## src/h264_rtp_depacketizer_top_defines.svh

```systemverilog
// assertion macros for the h264 rtp depacketizer
`ifndef H264_RTP_DEPACKETIZER_TOP_DEFINES_SVH
`define H264_RTP_DEPACKETIZER_TOP_DEFINES_SVH

// checked property, held off while reset is asserted
`define H264D_ASSERT(lbl, prop, msg) \
  lbl: assert property (@(posedge clk) disable iff (!rst_n) prop) else $error(msg);

// checked property, also evaluated during reset
`define H264D_ASSERT_ALWAYS(lbl, prop, msg) \
  lbl: assert property (@(posedge clk) prop) else $error(msg);

`endif

```

## src/h264d_pkg.sv

```systemverilog
// shared types and constants for the h264 rtp depacketizer
`default_nettype none
package h264d_pkg;

  localparam int unsigned BYTE_W = 8;

  // start code 00 00 00 01, emitted as a countdown
  localparam logic [2:0]        SC_LEN       = 3'd4;
  localparam logic [BYTE_W-1:0] SC_ZERO_BYTE = 8'h00;
  localparam logic [BYTE_W-1:0] SC_LAST_BYTE = 8'h01;

  // one run of results caused by one input transaction
  typedef struct packed {
    logic              start_code;
    logic              byte_vld;
    logic [BYTE_W-1:0] data;
    logic              nal_end;
  } run_t;

  // emitter status seen by the top level
  typedef struct packed {
    logic busy;
    logic pop;
    logic pop_last;
  } emit_stat_t;

endpackage
`default_nettype wire

```

## src/h264d_if.sv

```systemverilog
// stream channel interfaces for the h264 rtp depacketizer
`default_nettype none
interface h264d_in_if;
  logic       valid;
  logic       ready;
  logic [7:0] data_byte;
  logic       first_of_packet;
  logic       last_of_packet;

  modport source (output valid, output data_byte, output first_of_packet,
                  output last_of_packet, input ready);
  modport sink (input valid, input data_byte, input first_of_packet,
                input last_of_packet, output ready);
endinterface

interface h264d_out_if;
  logic       valid;
  logic       ready;
  logic [7:0] out_byte;
  logic       nal_end;
  logic       last_of_run;

  modport source (output valid, output out_byte, output nal_end,
                  output last_of_run, input ready);
  modport sink (input valid, input out_byte, input nal_end,
                input last_of_run, output ready);
endinterface
`default_nettype wire

```

## src/h264_rtp_depacketizer_top.sv

```systemverilog
// top level of the h264 rtp depacketizer
// Converts RTP H.264 payload bytes (RFC 6184 single NAL, STAP-A and FU-A)
// into an Annex-B byte stream, one input byte per transaction and one
// output byte per transaction. Each input byte is decoded in the cycle it
// is accepted and yields a run of zero to five output bytes: an optional
// 00 00 00 01 start code followed by an optional payload or rebuilt NAL
// header byte. The run sits in a small buffer that drains through a
// registered output stage at one byte per cycle while the output is
// ready, and the next input byte is taken in the cycle the final byte
// of the run drains. With the output always ready, plain payload bytes
// stream at one per cycle with no bubble; a byte that opens a NAL unit
// with its header (single NAL indicator, FU-A start header) or a STAP-A
// low size byte that opens a unit holds off the input while its start
// code drains. A byte that produces nothing (STAP-A high size byte,
// empty or cut-off unit size, FU indicator, FU header without the start
// bit, dropped packet types, bytes outside a packet) does not hold off
// the next. An output stall with a byte waiting holds the drain. The
// first byte of a run passes the run buffer, then the output register.
// last_of_run marks the final output byte of each input transaction,
// nal_end the last byte of a complete NAL unit. No clearing pass after reset.
`default_nettype none
`include "h264_rtp_depacketizer_top_defines.svh"
module h264_rtp_depacketizer_top
  import h264d_pkg::*;
(
  input  wire logic   clk,
  input  wire logic   rst_n,
  h264d_in_if.sink    in_if,
  h264d_out_if.source out_if
);

  run_t       run;
  emit_stat_t stat;
  logic       in_accept;
  logic       out_end_vld;
  logic       out_mid_run;
  logic       out_sc_byte;
  logic       in_over_run;

  // input is taken when the run buffer is empty or drains its final byte now
  assign in_if.ready = !stat.busy || stat.pop_last;
  assign in_accept   = in_if.valid && in_if.ready;

  // packet parsing state and per-byte decode
  h264d_parser u_parser (
    .clk             (clk),
    .rst_n           (rst_n),
    .accept          (in_accept),
    .data_byte       (in_if.data_byte),
    .first_of_packet (in_if.first_of_packet),
    .last_of_packet  (in_if.last_of_packet),
    .run             (run)
  );

  // start code insertion and output register
  h264d_emitter u_emitter (
    .clk         (clk),
    .rst_n       (rst_n),
    .load        (in_accept),
    .run         (run),
    .out_ready   (out_if.ready),
    .out_valid   (out_if.valid),
    .out_byte    (out_if.out_byte),
    .out_nal_end (out_if.nal_end),
    .out_last    (out_if.last_of_run),
    .stat        (stat)
  );

  // terms for the checks below
  assign out_end_vld = out_if.valid && out_if.nal_end;
  assign out_mid_run = out_if.valid && !out_if.last_of_run;
  assign out_sc_byte = (out_if.out_byte == SC_ZERO_BYTE) || (out_if.out_byte == SC_LAST_BYTE);
  assign in_over_run = in_accept && stat.busy && !stat.pop_last;

  // a completed nal unit always closes the run of its input byte
  `H264D_ASSERT(a_nal_end_closes_run, out_end_vld |-> out_if.last_of_run, "nal_end mid run")

  // bytes ahead of the last in a run are start code bytes only
  `H264D_ASSERT(a_inner_sc, out_mid_run |-> out_sc_byte && !out_if.nal_end, "data byte in run")

  // input is never taken while the run buffer still holds more than one byte
  `H264D_ASSERT_ALWAYS(a_no_overrun, !rst_n || !in_over_run, "accepted over a pending run")

endmodule
`default_nettype wire

```

## src/h264d_parser.sv

```systemverilog
// packet parser: rtp h264 payload state and run decode
`default_nettype none
module h264d_parser
  import h264d_pkg::*;
(
  input  wire logic              clk,
  input  wire logic              rst_n,
  input  wire logic              accept,
  input  wire logic [BYTE_W-1:0] data_byte,
  input  wire logic              first_of_packet,
  input  wire logic              last_of_packet,
  output run_t                   run
);

  localparam logic [2:0] MODE_IDLE      = 3'd0;
  localparam logic [2:0] MODE_SINGLE    = 3'd1;
  localparam logic [2:0] MODE_STAP_HI   = 3'd2;
  localparam logic [2:0] MODE_STAP_LO   = 3'd3;
  localparam logic [2:0] MODE_STAP_DATA = 3'd4;
  localparam logic [2:0] MODE_FU_HDR    = 3'd5;
  localparam logic [2:0] MODE_FU_DATA   = 3'd6;

  localparam logic [4:0] TYPE_SINGLE_MIN = 5'd1;
  localparam logic [4:0] TYPE_SINGLE_MAX = 5'd23;
  localparam logic [4:0] TYPE_STAP_A     = 5'd24;
  localparam logic [4:0] TYPE_FU_A       = 5'd28;

  logic [2:0]        mode_r, mode_nxt;
  logic [15:0]       remain_r, remain_nxt;
  logic [BYTE_W-1:0] size_hi_r, size_hi_nxt;
  logic [2:0]        f_nri_r, f_nri_nxt;
  logic              frag_end_r, frag_end_nxt;
  logic [4:0]        hdr_type;
  logic [15:0]       size_full;
  logic [15:0]       remain_dec;

  assign hdr_type   = data_byte[4:0];
  assign size_full  = {size_hi_r, data_byte};
  assign remain_dec = remain_r - 16'd1;

  always_comb begin
    mode_nxt       = mode_r;
    remain_nxt     = remain_r;
    size_hi_nxt    = size_hi_r;
    f_nri_nxt      = f_nri_r;
    frag_end_nxt   = frag_end_r;
    run.start_code = 1'b0;
    run.byte_vld   = 1'b0;
    run.data       = data_byte;
    run.nal_end    = 1'b0;
    if (first_of_packet) begin
      priority if (hdr_type >= TYPE_SINGLE_MIN && hdr_type <= TYPE_SINGLE_MAX) begin
        run.start_code = 1'b1;
        run.byte_vld   = 1'b1;
        run.nal_end    = last_of_packet;
        mode_nxt       = last_of_packet ? MODE_IDLE : MODE_SINGLE;
      end else if (hdr_type == TYPE_STAP_A) begin
        mode_nxt = last_of_packet ? MODE_IDLE : MODE_STAP_HI;
      end else if (hdr_type == TYPE_FU_A) begin
        f_nri_nxt    = data_byte[7:5];
        frag_end_nxt = 1'b0;
        mode_nxt     = last_of_packet ? MODE_IDLE : MODE_FU_HDR;
      end else begin
        mode_nxt = MODE_IDLE;
      end
    end else begin
      unique case (mode_r)
        MODE_SINGLE: begin
          run.byte_vld = 1'b1;
          run.nal_end  = last_of_packet;
        end
        MODE_STAP_HI: begin
          size_hi_nxt = data_byte;
          mode_nxt    = MODE_STAP_LO;
        end
        MODE_STAP_LO: begin
          remain_nxt = size_full;
          if (size_full != 16'd0 && !last_of_packet) begin
            run.start_code = 1'b1;
            mode_nxt       = MODE_STAP_DATA;
          end else begin
            mode_nxt = MODE_STAP_HI;
          end
        end
        MODE_STAP_DATA: begin
          remain_nxt   = remain_dec;
          run.byte_vld = 1'b1;
          run.nal_end  = (remain_dec == 16'd0);
          if (remain_dec == 16'd0) begin
            mode_nxt = MODE_STAP_HI;
          end
        end
        MODE_FU_HDR: begin
          frag_end_nxt = data_byte[6];
          if (data_byte[7]) begin
            // rebuilt nal header: f and nri from the indicator, type from fu header
            run.start_code = 1'b1;
            run.byte_vld   = 1'b1;
            run.data       = {f_nri_r, data_byte[4:0]};
            run.nal_end    = last_of_packet & data_byte[6];
          end
          mode_nxt = MODE_FU_DATA;
        end
        MODE_FU_DATA: begin
          run.byte_vld = 1'b1;
          run.nal_end  = last_of_packet & frag_end_r;
        end
        default: begin
          mode_nxt = MODE_IDLE;
        end
      endcase
      if (last_of_packet) begin
        mode_nxt = MODE_IDLE;
      end
    end
  end

  always_ff @(posedge clk) begin
    if (!rst_n) begin
      mode_r     <= MODE_IDLE;
      remain_r   <= 16'd0;
      size_hi_r  <= '0;
      f_nri_r    <= 3'd0;
      frag_end_r <= 1'b0;
    end else if (accept) begin
      mode_r     <= mode_nxt;
      remain_r   <= remain_nxt;
      size_hi_r  <= size_hi_nxt;
      f_nri_r    <= f_nri_nxt;
      frag_end_r <= frag_end_nxt;
    end
  end

endmodule
`default_nettype wire

```

## src/h264d_emitter.sv

```systemverilog
// run buffer and output register, one stream byte per cycle while the output is ready
`default_nettype none
module h264d_emitter
  import h264d_pkg::*;
(
  input  wire logic              clk,
  input  wire logic              rst_n,
  input  wire logic              load,
  input  wire run_t              run,
  input  wire logic              out_ready,
  output logic                   out_valid,
  output logic [BYTE_W-1:0]      out_byte,
  output logic                   out_nal_end,
  output logic                   out_last,
  output emit_stat_t             stat
);

  logic [2:0]        sc_left_r, sc_left_nxt;
  logic              bv_r, bv_nxt;
  logic [BYTE_W-1:0] data_r;
  logic              end_r;
  logic              out_vld_r;
  logic [BYTE_W-1:0] out_byte_r;
  logic              out_end_r;
  logic              out_last_r;

  logic [BYTE_W-1:0] cur_byte;
  logic              cur_end;
  logic              cur_last;

  // current element of the run: start code countdown, then the data byte
  always_comb begin
    if (sc_left_r != 3'd0) begin
      cur_byte = (sc_left_r == 3'd1) ? SC_LAST_BYTE : SC_ZERO_BYTE;
      cur_end  = 1'b0;
      cur_last = (sc_left_r == 3'd1) && !bv_r;
    end else begin
      cur_byte = data_r;
      cur_end  = end_r;
      cur_last = 1'b1;
    end
  end

  assign stat.busy     = (sc_left_r != 3'd0) || bv_r;
  assign stat.pop      = stat.busy && (!out_vld_r || out_ready);
  assign stat.pop_last = stat.pop && cur_last;

  always_comb begin
    sc_left_nxt = sc_left_r;
    bv_nxt      = bv_r;
    if (stat.pop) begin
      if (sc_left_r != 3'd0) begin
        sc_left_nxt = sc_left_r - 3'd1;
      end else begin
        bv_nxt = 1'b0;
      end
    end
    if (load) begin
      sc_left_nxt = run.start_code ? SC_LEN : 3'd0;
      bv_nxt      = run.byte_vld;
    end
  end

  always_ff @(posedge clk) begin
    if (!rst_n) begin
      sc_left_r <= 3'd0;
      bv_r      <= 1'b0;
      out_vld_r <= 1'b0;
    end else begin
      sc_left_r <= sc_left_nxt;
      bv_r      <= bv_nxt;
      if (stat.pop) begin
        out_vld_r <= 1'b1;
      end else if (out_ready) begin
        out_vld_r <= 1'b0;
      end
    end
  end

  always_ff @(posedge clk) begin
    if (load) begin
      data_r <= run.data;
      end_r  <= run.nal_end;
    end
    if (stat.pop) begin
      out_byte_r <= cur_byte;
      out_end_r  <= cur_end;
      out_last_r <= cur_last;
    end
  end

  assign out_valid   = out_vld_r;
  assign out_byte    = out_byte_r;
  assign out_nal_end = out_end_r;
  assign out_last    = out_last_r;

endmodule
`default_nettype wire
```

## src/flat_wrapper.sv

```systemverilog
// flat-port wrapper written by rule: the top's interface ports become plain ports
module h264_rtp_depacketizer_top_flat import h264d_pkg::*;
  (clk, rst_n, in_if_valid, in_if_data_byte, in_if_first_of_packet, in_if_last_of_packet, in_if_ready, out_if_valid, out_if_out_byte, out_if_nal_end, out_if_last_of_run, out_if_ready);
  h264d_in_if in_if_i ();
  h264d_out_if out_if_i ();
  input  wire logic clk;
  input  wire logic rst_n;
  input wire logic [$bits(in_if_i.valid)-1:0] in_if_valid;
  input wire logic [$bits(in_if_i.data_byte)-1:0] in_if_data_byte;
  input wire logic [$bits(in_if_i.first_of_packet)-1:0] in_if_first_of_packet;
  input wire logic [$bits(in_if_i.last_of_packet)-1:0] in_if_last_of_packet;
  output wire logic [$bits(in_if_i.ready)-1:0] in_if_ready;
  output wire logic [$bits(out_if_i.valid)-1:0] out_if_valid;
  output wire logic [$bits(out_if_i.out_byte)-1:0] out_if_out_byte;
  output wire logic [$bits(out_if_i.nal_end)-1:0] out_if_nal_end;
  output wire logic [$bits(out_if_i.last_of_run)-1:0] out_if_last_of_run;
  input wire logic [$bits(out_if_i.ready)-1:0] out_if_ready;
  assign in_if_i.valid = in_if_valid;
  assign in_if_i.data_byte = in_if_data_byte;
  assign in_if_i.first_of_packet = in_if_first_of_packet;
  assign in_if_i.last_of_packet = in_if_last_of_packet;
  assign in_if_ready = in_if_i.ready;
  assign out_if_valid = out_if_i.valid;
  assign out_if_out_byte = out_if_i.out_byte;
  assign out_if_nal_end = out_if_i.nal_end;
  assign out_if_last_of_run = out_if_i.last_of_run;
  assign out_if_i.ready = out_if_ready;
  h264_rtp_depacketizer_top u_core (.clk(clk), .rst_n(rst_n), .in_if(in_if_i), .out_if(out_if_i));
endmodule
```

## config.mk

```make
export PLATFORM = sky130hd
export DESIGN_NAME = h264_rtp_depacketizer_top_flat
export DESIGN_NICKNAME = d
export VERILOG_FILES = /design/src/h264d_pkg.sv /design/src/h264d_if.sv /design/src/h264_rtp_depacketizer_top.sv /design/src/h264d_parser.sv /design/src/h264d_emitter.sv /design/src/flat_wrapper.sv
export VERILOG_INCLUDE_DIRS = /design/src /design/src/src
export SDC_FILE = /design/constraint.sdc
export NUM_CORES = 1
export LEC_CHECK = 0
export ABC_AREA = 1
export BUFFER_PORTS_ARGS = -buffer_cell sky130_fd_sc_hd__buf_2
export CAP_MARGIN = 20
export CORE_ASPECT_RATIO = 0.5
export CORE_MARGIN = 2
export CORE_UTILIZATION = 45
export CTS_CLUSTER_SIZE = 24
export DETAILED_ROUTE_END_ITERATION = 7
export MAX_ROUTING_LAYER = met4
export PLACE_DENSITY = 0.63
export SETUP_SLACK_MARGIN = 0.02
export SYNTH_ARGS = -nofsm -noshare
export SYNTH_HDL_FRONTEND = slang
export SYNTH_SLANG_ARGS = --single-unit
```

## constraint.sdc

```tcl
create_clock -name clk -period 3.8 [get_ports clk]
set_clock_uncertainty 0.15 [all_clocks]
set_input_delay 0 -clock clk [delete_from_list [all_inputs] [get_ports clk]]
set_output_delay 0 -clock clk [all_outputs]
set_load 0.005 [all_outputs]
```

==> results.sh, run 1 <==
export IMPL_min_path_type="primary input to register"
export IMPL_startpoint_type="register"
export IMPL_routed_wl_mm=7.314
export IMPL_drt_pass1_iter_count=4
export IMPL_postRouteAntennaNets=0
export IMPL_ys_flop_type="dfxtp_1"
export IMPL_final_util_pct=52.85
export IMPL_final_min_clock_period_ns=2.657
export IMPL_final_period_utilization_pct=69.92
export IMPL_grt_pass1_vias=2620
export IMPL_portBuffers=25
export IMPL_setup_tns_ns=0
export IMPL_cellPowerDensity_nw_per_um2=687.3
export IMPL_synth_top_family_by_area="simple AND/OR/NAND/NOR gates"
export IMPL_cap_violations=0
export IMPL_status="complete, no violations"
export IMPL_ios=26
export IMPL_p_leak_nw=1.579
export IMPL_globalplace_congestion=0.9627
export IMPL_critPathMaxStageDelay_ns=0.40
export IMPL_dpl_cell_area_um2=3254
export IMPL_critPathCaptureType="register"
export IMPL_grt_usage_pct=21.43
export IMPL_wire_per_inst_um=13.11
export IMPL_vias=2791
export IMPL_cts_made_buffers=5
export IMPL_holdWs_ns=0.01749
export IMPL_synthCells=432
export IMPL_cp_num_buf_inv=4
export IMPL_die_width_um=120.7
export IMPL_fin_area_um2=3513
export IMPL_cts_max_level=2
export IMPL_cp_required_ns=3.82
export IMPL_synth_fa_ha_area_share_pct=2.042
export IMPL_syn_num_nets=451
export IMPL_synth_xor_area_share_pct=1.143
export IMPL_syn_area_um2=3064
export IMPL_drc=0
export IMPL_clkTransAtPathRegs_ns=0.07
export IMPL_synth_area_per_cell_um2=7.093
export IMPL_slew_headroom_pct=64.65
export IMPL_ys_seq_area_share_pct=42.14
export IMPL_yosys_area_share_simple_pct=26.99
export IMPL_rsz0062_at_grt="no"
export IMPL_postLayoutSetupSlackWorst_ns=1.143
export IMPL_ys_types=32
export IMPL_cpLargestDelayFamily="simple AND/OR/NAND/NOR gates"
export IMPL_area_growth_pct=14.66
export IMPL_cts_tree="built"
export IMPL_die_h_um=62.35
export IMPL_final_nets=484
export IMPL_clockRootBuffer="clkbuf_16"
export IMPL_drt_initial_drc_count=200
export IMPL_start_util_pct=46.09
export IMPL_yosys_warnings=0
export IMPL_layout_drive_gt1_share_pct=11.37
export IMPL_synth_compound_gate_area_share_pct=16.99
export IMPL_synth_seq_cells=55
export IMPL_fmax_mhz=376.4
export IMPL_core_um2=6648
export IMPL_dieArea_um2=7526
export IMPL_finalMaxSlewViolations=0
export IMPL_path_max_fanout=25
export IMPL_antenna_found_initial=0
export IMPL_via_per_inst=5.002
export IMPL_rows=21
export IMPL_clock_latency_ns=0.29
export IMPL_cp_data_arrival_time_ns=2.68
export IMPL_ir_drop_mv=0.2292
export IMPL_worst_slew_pin_slew_ns=0.5303
export IMPL_crit_chain="inv_1, ha_1, nand2_2, nor2_1, inv_2, a21boi_4, buf_4, nand2_4, nor2_4, inv_2, a211oi_1, a211oi_1"
export IMPL_synth_mux_area_share_pct=0
export IMPL_diodes=0
export IMPL_crit_path_top_delay_cell="nor2_4"
export IMPL_grt_pass1_wl_mm=12.50
export IMPL_ctsLongestPathBuffers=2
export IMPL_pre_cts_ws_ns=1.161
export IMPL_finalSetupViolCount=0
export IMPL_post_cts_resized=0
export IMPL_hold_viol_final=0
export IMPL_synth_async_reset_ratio_pct=0
export IMPL_synth_edff_count=19
export IMPL_fillers=662
export IMPL_overflow=0
export IMPL_dp_hpwl_mm=5.197
export IMPL_clock_sinks=55
export IMPL_grt_max_degree=27
export IMPL_worstSetupPathType="register to register"
==> cells in the mapped netlist (3+ instances only) <==
library cell / instances / area share, %
buf_2: 4 / 0.65
dfxtp_1: 36 / 24
nor2_1: 64 / 7.8
nand3_1: 16 / 2.6
a211oi_1: 4 / 0.98
nand2_1: 86 / 11
ha_1: 5 / 2.0
inv_2: 3 / 0.37
nand4_1: 9 / 1.8
inv_1: 67 / 8.2
o21ai_0: 40 / 6.5
nor3_1: 4 / 0.65
xor2_1: 4 / 1.1
o21ai_2: 3 / 0.86
edfxtp_1: 19 / 19
a21oi_1: 37 / 6.0
clkbuf_1: 6 / 0.73
nor2_2: 3 / 0.61
o22ai_1: 3 / 0.61
==> routing by layer <==
metal,track usage [%],vias to the layer above,share of wire (%),wire length [µm]
met5,-,-,0,0
met1,28.26,1246,48,3500
li1,-,1469,-,-
met2,34.68,71,46,3336
met4,4.942,0,0.78,57
met3,3.676,5,5.7,419
==> power breakdown <==
group,internal [mW],switching (mW),total (mW)
sequential,0.806,0.0744,0.881
combinational,0.360,0.700,1.06
clock,0.248,0.225,0.473
total,1.42,1.00,2.41
==> registers in the layout (all words and copies together), names as in the netlist <==
| register | flops |
|---|---|
| u_core.u_parser.size_hi_r | 8 |
| u_core.u_emitter.bv_r | 1 |
| u_core.u_parser.frag_end_r | 1 |
| u_core.u_emitter.data_r | 8 |
| u_core.u_parser.f_nri_r | 3 |
| u_core.u_emitter.out_last | 1 |
| u_core.u_parser.mode_r | 3 |
| u_core.u_emitter.out_nal_end | 1 |
| u_core.u_emitter.end_r | 1 |
| u_core.u_emitter.out_valid | 1 |
| u_core.u_emitter.out_byte | 8 |
| u_core.u_parser.remain_r | 16 |
| u_core.u_emitter.sc_left_r | 3 |
==> through the flow <==
step / std cells / power, mW
2_1_floorplan: 432 / 1.679
3_3_place_gp: 539 / 1.938
3_5_place_dp: 539 / 1.944
4_1_cts: 558 / 2.429
5_1_grt: 558 / 2.633
6_report: 558 / 2.415
==> timing repair <==
item,CTS,global route
hold endpoints to repair,26,0
hold buffers,11,0
setup endpoints to repair,0,0
setup buffers,0,0
==> worst register-to-register path, cell delays in order (launching register included) <==
cell	delay [ns]
dfxtp_1	0.34
inv_1	0.08
ha_1	0.15
nand2_2	0.15
nor2_1	0.20
inv_2	0.08
a21boi_4	0.14
buf_4	0.29
nand2_4	0.10
nor2_4	0.40
inv_2	0.17
a211oi_1	0.21
a211oi_1	0.07
==> final timing paths <==
check,startpoint,end,slack [ns],depth (start not counted)
max reg2reg,u_core.u_emitter.sc_left_r[0],u_core.u_parser.remain_r[12],1.14,12
min,rst_n,u_core.u_parser.size_hi_r[6],0.02,3
min reg2reg,u_core.u_parser.f_nri_r[2],u_core.u_parser.f_nri_r[2],0.31,2
max,u_core.u_emitter.sc_left_r[0],u_core.u_parser.remain_r[12],1.14,12
==> area by class of cell <==
cell class              instances  area [µm²]  area share (%)
clock buffers                   5       125.1           3.561
clock inverters                 3       23.77          0.6766
inverters                      70       262.8           7.479
multi-input cells             295        1445           41.13
flip-flops and latches         55        1291           36.75
well taps                      92       115.1           3.276
repair buffers                 38       250.2           7.123
==> kinds of logic after synthesis <==
family / count (synthesis)
DFF: 55
xor gates and xnor gates: 4
and+or+nand+nor: 193
AOI/OAI and AO/OA: 93
adders and majority gates: 5
buffers and inverters: 82
==> layout by cell type, fill, tap and decap left out, types with 3 or more instances in the layout <==
| master | n |
|---|---|
| edfxtp_1 | 19 |
| nor2_1 | 64 |
| a211oi_1 | 4 |
| xor2_1 | 4 |
| nor3_1 | 4 |
| nand4_1 | 9 |
| buf_2 | 25 |
| inv_2 | 3 |
| ha_1 | 5 |
| dlygate4sd3_1 | 11 |
| nand2_1 | 86 |
| o21ai_2 | 3 |
| o22ai_1 | 3 |
| a21oi_1 | 37 |
| clkbuf_16 | 5 |
| nor2_2 | 3 |
| o21ai_0 | 40 |
| inv_1 | 67 |
| dfxtp_1 | 36 |
| nand3_1 | 16 |
Power figures use the tool's default switching activity.
==> run 2: changes to the inputs <==
- PLACE_DENSITY: 0.63 -> 0.65
- clock period: 3.8 -> 2.43 ns (I/O delays scaled with it)
==> run 2 against run 1 <==
Effect of this change:
- clock-buffer cell count stayed put
- flip-flop and latch count is the same
- combinational power is 59% higher
- register-to-register slack worse by 0.90 ns
- via count fell by 0.90%
- clock power is 62% higher
- utilization up 0.49 points
- critical path depth up 1
- total power grew 58%
- largest power group unchanged
- worst setup slack got worse by 0.90 ns
==> results.sh, run 2 (synthesized netlist as in run 1, its figures left out) <==
export IMPL_status="complete, no violations"
export IMPL_diodes=0
export IMPL_place_inst=542
export IMPL_grt_usage_pct=21.13
export IMPL_drc=0
export IMPL_area_growth_pct=15.72
export IMPL_critPathCaptureType="register"
export IMPL_met1_usage_pct=28.75
export IMPL_clock_sinks=55
export IMPL_dp_hpwl_mm=5.166
export IMPL_postRouteAntennaNets=0
export IMPL_die_width_um=120.7
export IMPL_fin_cells=561
export IMPL_cap_violations=0
export IMPL_final_min_clock_period_ns=2.190
export IMPL_largest_reg_flops=16
export IMPL_clockRootBuffer="clkbuf_16"
export IMPL_busiest_layer="met2"
export IMPL_vias=2766
export IMPL_portBuffers=25
export IMPL_rows=21
export IMPL_clock_latency_ns=0.31
export IMPL_post_cts_setup_buffer_count=0
export IMPL_ctsLongestPathBuffers=2
export IMPL_slew_headroom_pct=64.64
export IMPL_min_path_type="primary input to register"
export IMPL_grt_use_met3_pct=3.585
export IMPL_grt_max_degree=26
export IMPL_path_max_fanout=5
export IMPL_overflow=0
export IMPL_p_leak_nw=1.601
export IMPL_cp_data_arrival_time_ns=2.28
export IMPL_cp_required_ns=2.52
export IMPL_rsz0062_at_grt="no"
export IMPL_finalMaxSlewViolations=0
export IMPL_final_cell_mix="nand2_1, inv_1, nor2_1"
export IMPL_drt_initial_drc_count=202
export IMPL_fmax_mhz=456.5
export IMPL_die_h_um=62.35
export IMPL_cellPowerDensity_nw_per_um2=1079
export IMPL_layout_drive_gt1_share_pct=11.94
export IMPL_cts_max_level=2
export IMPL_startpoint_type="register"
export IMPL_layout_commonest_cell="nand2_1"
export IMPL_final_period_utilization_pct=90.14
export IMPL_final_nets=487
export IMPL_dieArea_um2=7526
export IMPL_grt_pass1_vias=2576
export IMPL_globalplace_congestion=0.8925
export IMPL_ir_drop_mv=0.4124
export IMPL_finalSetupViolCount=0
export IMPL_setup_tns_ns=0
export IMPL_worstSetupPathType="register to register"
export IMPL_clkTransAtPathRegs_ns=0.08
export IMPL_r2r_setup_slack_ns=0.24
export IMPL_regMostFlops="u_core.u_parser.remain_r"
export IMPL_grtUsageMet2_pct=32.42
export IMPL_drt_pass1_iter_count=4
export IMPL_ios=26
export IMPL_routed_wl_mm=7.090
export IMPL_worst_slew_pin_slew_ns=0.5305
export IMPL_wire_per_inst_um=12.64
export IMPL_antenna_found_initial=0
export IMPL_via_per_inst=4.930
export IMPL_cts_tree="built"
export IMPL_start_util_pct=46.09
export IMPL_hold_viol_final=0
export IMPL_cts_made_buffers=5
export IMPL_grt_pass1_wl_mm=12.21
export IMPL_core_um2=6648
[run 2: layout make-up]
type                       instances  area, µm²
clock buffer                       5      125.1
clock inverter                     3      28.78
fill                             659       3102
inverter                          70      262.8
multi-input combinational        295       1450
sequential                        55       1291
tap                               92      115.1
timing repair buffer              41      272.8
[run 2: metrics by stage]
step	power [mW]	area [µm²]	utilization [%]	hold slack [ns]	setup WS (ns)
final	3.826	3546	53.34	0.02167	0.2396
after CTS	3.834	3541	53.27	0.01863	0.2349
after global routing	4.187	3546	53.34	0.04324	0.01880
after detailed placement	3.053	3277	49.29	0.1170	0.2485
after global placement	3.041	3277	49.29	0.1250	0.2723
after floorplan	2.625	3064	-	-0.05113	0.4174
[run 2: where the power goes]
part           internal, mW  switching, mW  leakage (nW)
combinational         0.592           1.09          1.05
clock                 0.398          0.369        0.0767
sequential             1.26          0.112         0.476
[run 2: worst paths after layout]
kind,from,to,cells past startpoint
worst min-delay path,rst_n,u_core.u_parser.size_hi_r[7],4
worst max register to register,u_core.u_parser.remain_r[0],u_core.u_parser.mode_r[2],13
worst min register to register,u_core.u_parser.f_nri_r[2],u_core.u_parser.f_nri_r[2],2
worst max-delay path,u_core.u_parser.remain_r[0],u_core.u_parser.mode_r[2],13
[run 2: repair_timing]
action / in CTS / in global routing
hold buffers: 11 / 0
hold endpoints to repair: 25 / 0
endpoints found under the setup margin: 0 / 2
gates resized for setup: 0 / 1
[run 2: per-layer routing]
metal / up-vias / share of wire (%)
met4: 0 / 1.2
met2: 54 / 44
li1: 1473 / -
met1: 1230 / 51
met5: - / 0
met3: 9 / 4.0
[run 2: critical path, stage by stage (launching register included)]
cell and delay (ns):
dfxtp_1 0.32, inv_1 0.13, ha_1 0.23, nand2_1 0.14, nor2_4 0.17, xor2_1 0.21
nand2_1 0.08, nor2_1 0.12, nand3_1 0.16, nand3_2 0.14, nand3_2 0.09, nand2_1 0.07
inv_1 0.04, nor2_1 0.09
==> run 3: changes to the inputs <==
- CORE_MARGIN: 2 -> 5
- PLACE_DENSITY: 0.65 -> 0.63
- clock period: 2.43 -> 2.4 ns (I/O delays scaled with it)
==> run 3 against run 2 <==
Effect of this change:
- cell area up 0.74%
- sequential share of layout area down 0.27 points
- non-clock buffer count up 1
- first-iteration DRC count down 5.4%
- hold slack better by 0.013 ns
- sequential power about the same
- utilization up 0.40 points
- register-to-register slack about the same
- final cell count up 0.18%
==> results.sh, run 3 (synthesized netlist as in run 1, its figures left out) <==
export IMPL_status="complete, no violations"
export IMPL_worstSetupPathType="register to register"
export IMPL_register_area_um2=1291
export IMPL_cts_made_buffers=5
export IMPL_drc=0
export IMPL_dp_hpwl_mm=5.351
export IMPL_cp_required_ns=2.48
export IMPL_clockRootBuffer="clkbuf_16"
export IMPL_final_nets=488
export IMPL_final_util_pct=53.74
export IMPL_drt_initial_drc_count=191
export IMPL_met1_length_mm=3.501
export IMPL_grt_usage_pct=18.30
export IMPL_layout_commonest_cell="nand2_1"
export IMPL_rr_worst_depth=13
export IMPL_highest_layer="met4"
export IMPL_grt_pass1_wl_mm=12.12
export IMPL_rows=21
export IMPL_largest_reg_flops=16
export IMPL_clkTransAtPathRegs_ns=0.07
export IMPL_critPathCaptureType="register"
export IMPL_ios=26
export IMPL_wl_met3_um=468
export IMPL_vias=2817
export IMPL_crit_path_end="u_core.u_parser.mode_r[2]"
export IMPL_min_path_type="primary input to register"
export IMPL_cts_max_level=2
export IMPL_clock_latency_ns=0.29
export IMPL_reg2reg_to="u_core.u_parser.mode_r[2]"
export IMPL_cts_tree="built"
export IMPL_p_leak_nw=1.608
export IMPL_cap_violations=0
export IMPL_finalMaxSlewViolations=0
export IMPL_ir_drop_mv=0.5309
export IMPL_startpoint_type="register"
export IMPL_holdWs_ns=0.03475
export IMPL_met2_length_mm=3.259
export IMPL_rsz0062_at_grt="no"
export IMPL_cellPowerDensity_nw_per_um2=1104
export IMPL_die_width_um=126.7
export IMPL_final_period_utilization_pct=89.45
export IMPL_postRouteAntennaNets=0
export IMPL_final_min_clock_period_ns=2.147
export IMPL_clock_sinks=55
export IMPL_r2r_setup_slack_ns=0.25
export IMPL_finalSetupViolCount=0
export IMPL_regMostFlops="u_core.u_parser.remain_r"
export IMPL_fmax_mhz=465.8
export IMPL_die_h_um=68.35
export IMPL_wire_per_inst_um=13.00
export IMPL_worst_slew_pin_slew_ns=0.4929
export IMPL_via_per_inst=5.012
export IMPL_overflow=0
export IMPL_start_util_pct=46.09
export IMPL_routed_wl_mm=7.306
export IMPL_multi_input_area_um2=1453
export IMPL_dieArea_um2=8660
export IMPL_antenna_found_initial=0
export IMPL_layout_drive_gt1_share_pct=12.13
export IMPL_area_growth_pct=16.58
export IMPL_grt_pass1_vias=2508
export IMPL_diodes=0
export IMPL_globalplace_congestion=0.9930
export IMPL_r2r_start="u_core.u_parser.remain_r[0]"
export IMPL_hold_viol_final=0
export IMPL_cp_startpoint="u_core.u_parser.remain_r[0]"
export IMPL_fillers=660
export IMPL_grt_max_degree=26
export IMPL_final_cell_mix="nand2_1, inv_1, nor2_1"
export IMPL_ctsLongestPathBuffers=2
export IMPL_setup_tns_ns=0
export IMPL_path_max_fanout=5
export IMPL_cp_data_arrival_time_ns=2.23
export IMPL_slew_headroom_pct=67.10
export IMPL_core_um2=6648
export IMPL_drt_pass1_iter_count=5
export IMPL_portBuffers=25
[run 3: power breakdown]
group	internal [mW]	switching [mW]
Sequential	1.28	0.117
Combinational	0.602	1.12
Clock	0.497	0.332
Total	2.38	1.57
[run 3: final cells by class]
class                   instances  share of cell area, %
clock buffers                   6                  3.608
clock inverters                 2                  1.086
inverters                      70                  7.356
multi-input cells             295                  40.67
flip-flops and latches         55                  36.15
well taps                      92                  3.222
repair buffers                 42                  7.916
[run 3: worst min path at each step]
| stage | start | endpoint | cells past startpoint | slack (ns) |
|---|---|---|---|---|
| finish | rst_n | u_core.u_parser.size_hi_r[6] | 4 | 0.03 |
| global route | rst_n | u_core.u_parser.size_hi_r[6] | 4 | 0.05 |
| CTS | rst_n | u_core.u_parser.size_hi_r[6] | 4 | 0.03 |
| detailed placement | in_if_data_byte[0] | u_core.u_emitter.data_r[0] | 1 | 0.13 |
| global placement | in_if_data_byte[1] | u_core.u_emitter.data_r[1] | 1 | 0.13 |
| floorplan | in_if_data_byte[0] | u_core.u_emitter.data_r[0] | 0 | -0.05 |
[run 3: worst max-delay path: stages, from the launching register on]
cell     delay, ns
dfxtp_1       0.32
inv_1         0.14
ha_2          0.23
nand2_1       0.12
nor2_4        0.17
xor2_1        0.19
nand2_1       0.07
nor2_1        0.13
nand3_1       0.14
nand3_2       0.13
nand3_2       0.09
nand2_1       0.08
inv_1         0.04
nor2_1        0.08
[run 3: what timing repair did]
item / CTS / global route
setup endpoints to repair: 0 / 4
gates resized for setup: 0 / 3
hold buffers: 12 / 0
hold endpoints to repair: 26 / 0
buffers inserted: 0 / 0
[run 3: per-layer routing]
layer | global-route usage (%) | up-vias
met3 | 3.975 | 8
met1 | 23.26 | 1257
li1 | - | 1475
met4 | 4.011 | 0
met5 | - | -
met2 | 30.53 | 77
[run 3: per-stage QoR]
step	instance area (µm²)	power [mW]	setup WS [ns]	instances
6_report	3572	3.944	0.2533	562
5_1_grt	3572	4.292	0.02952	562
4_1_cts	3565	3.952	0.2272	562
3_5_place_dp	3277	3.102	0.2302	542
3_3_place_gp	3277	3.089	0.2776	542
2_1_floorplan	3064	2.658	0.3874	432
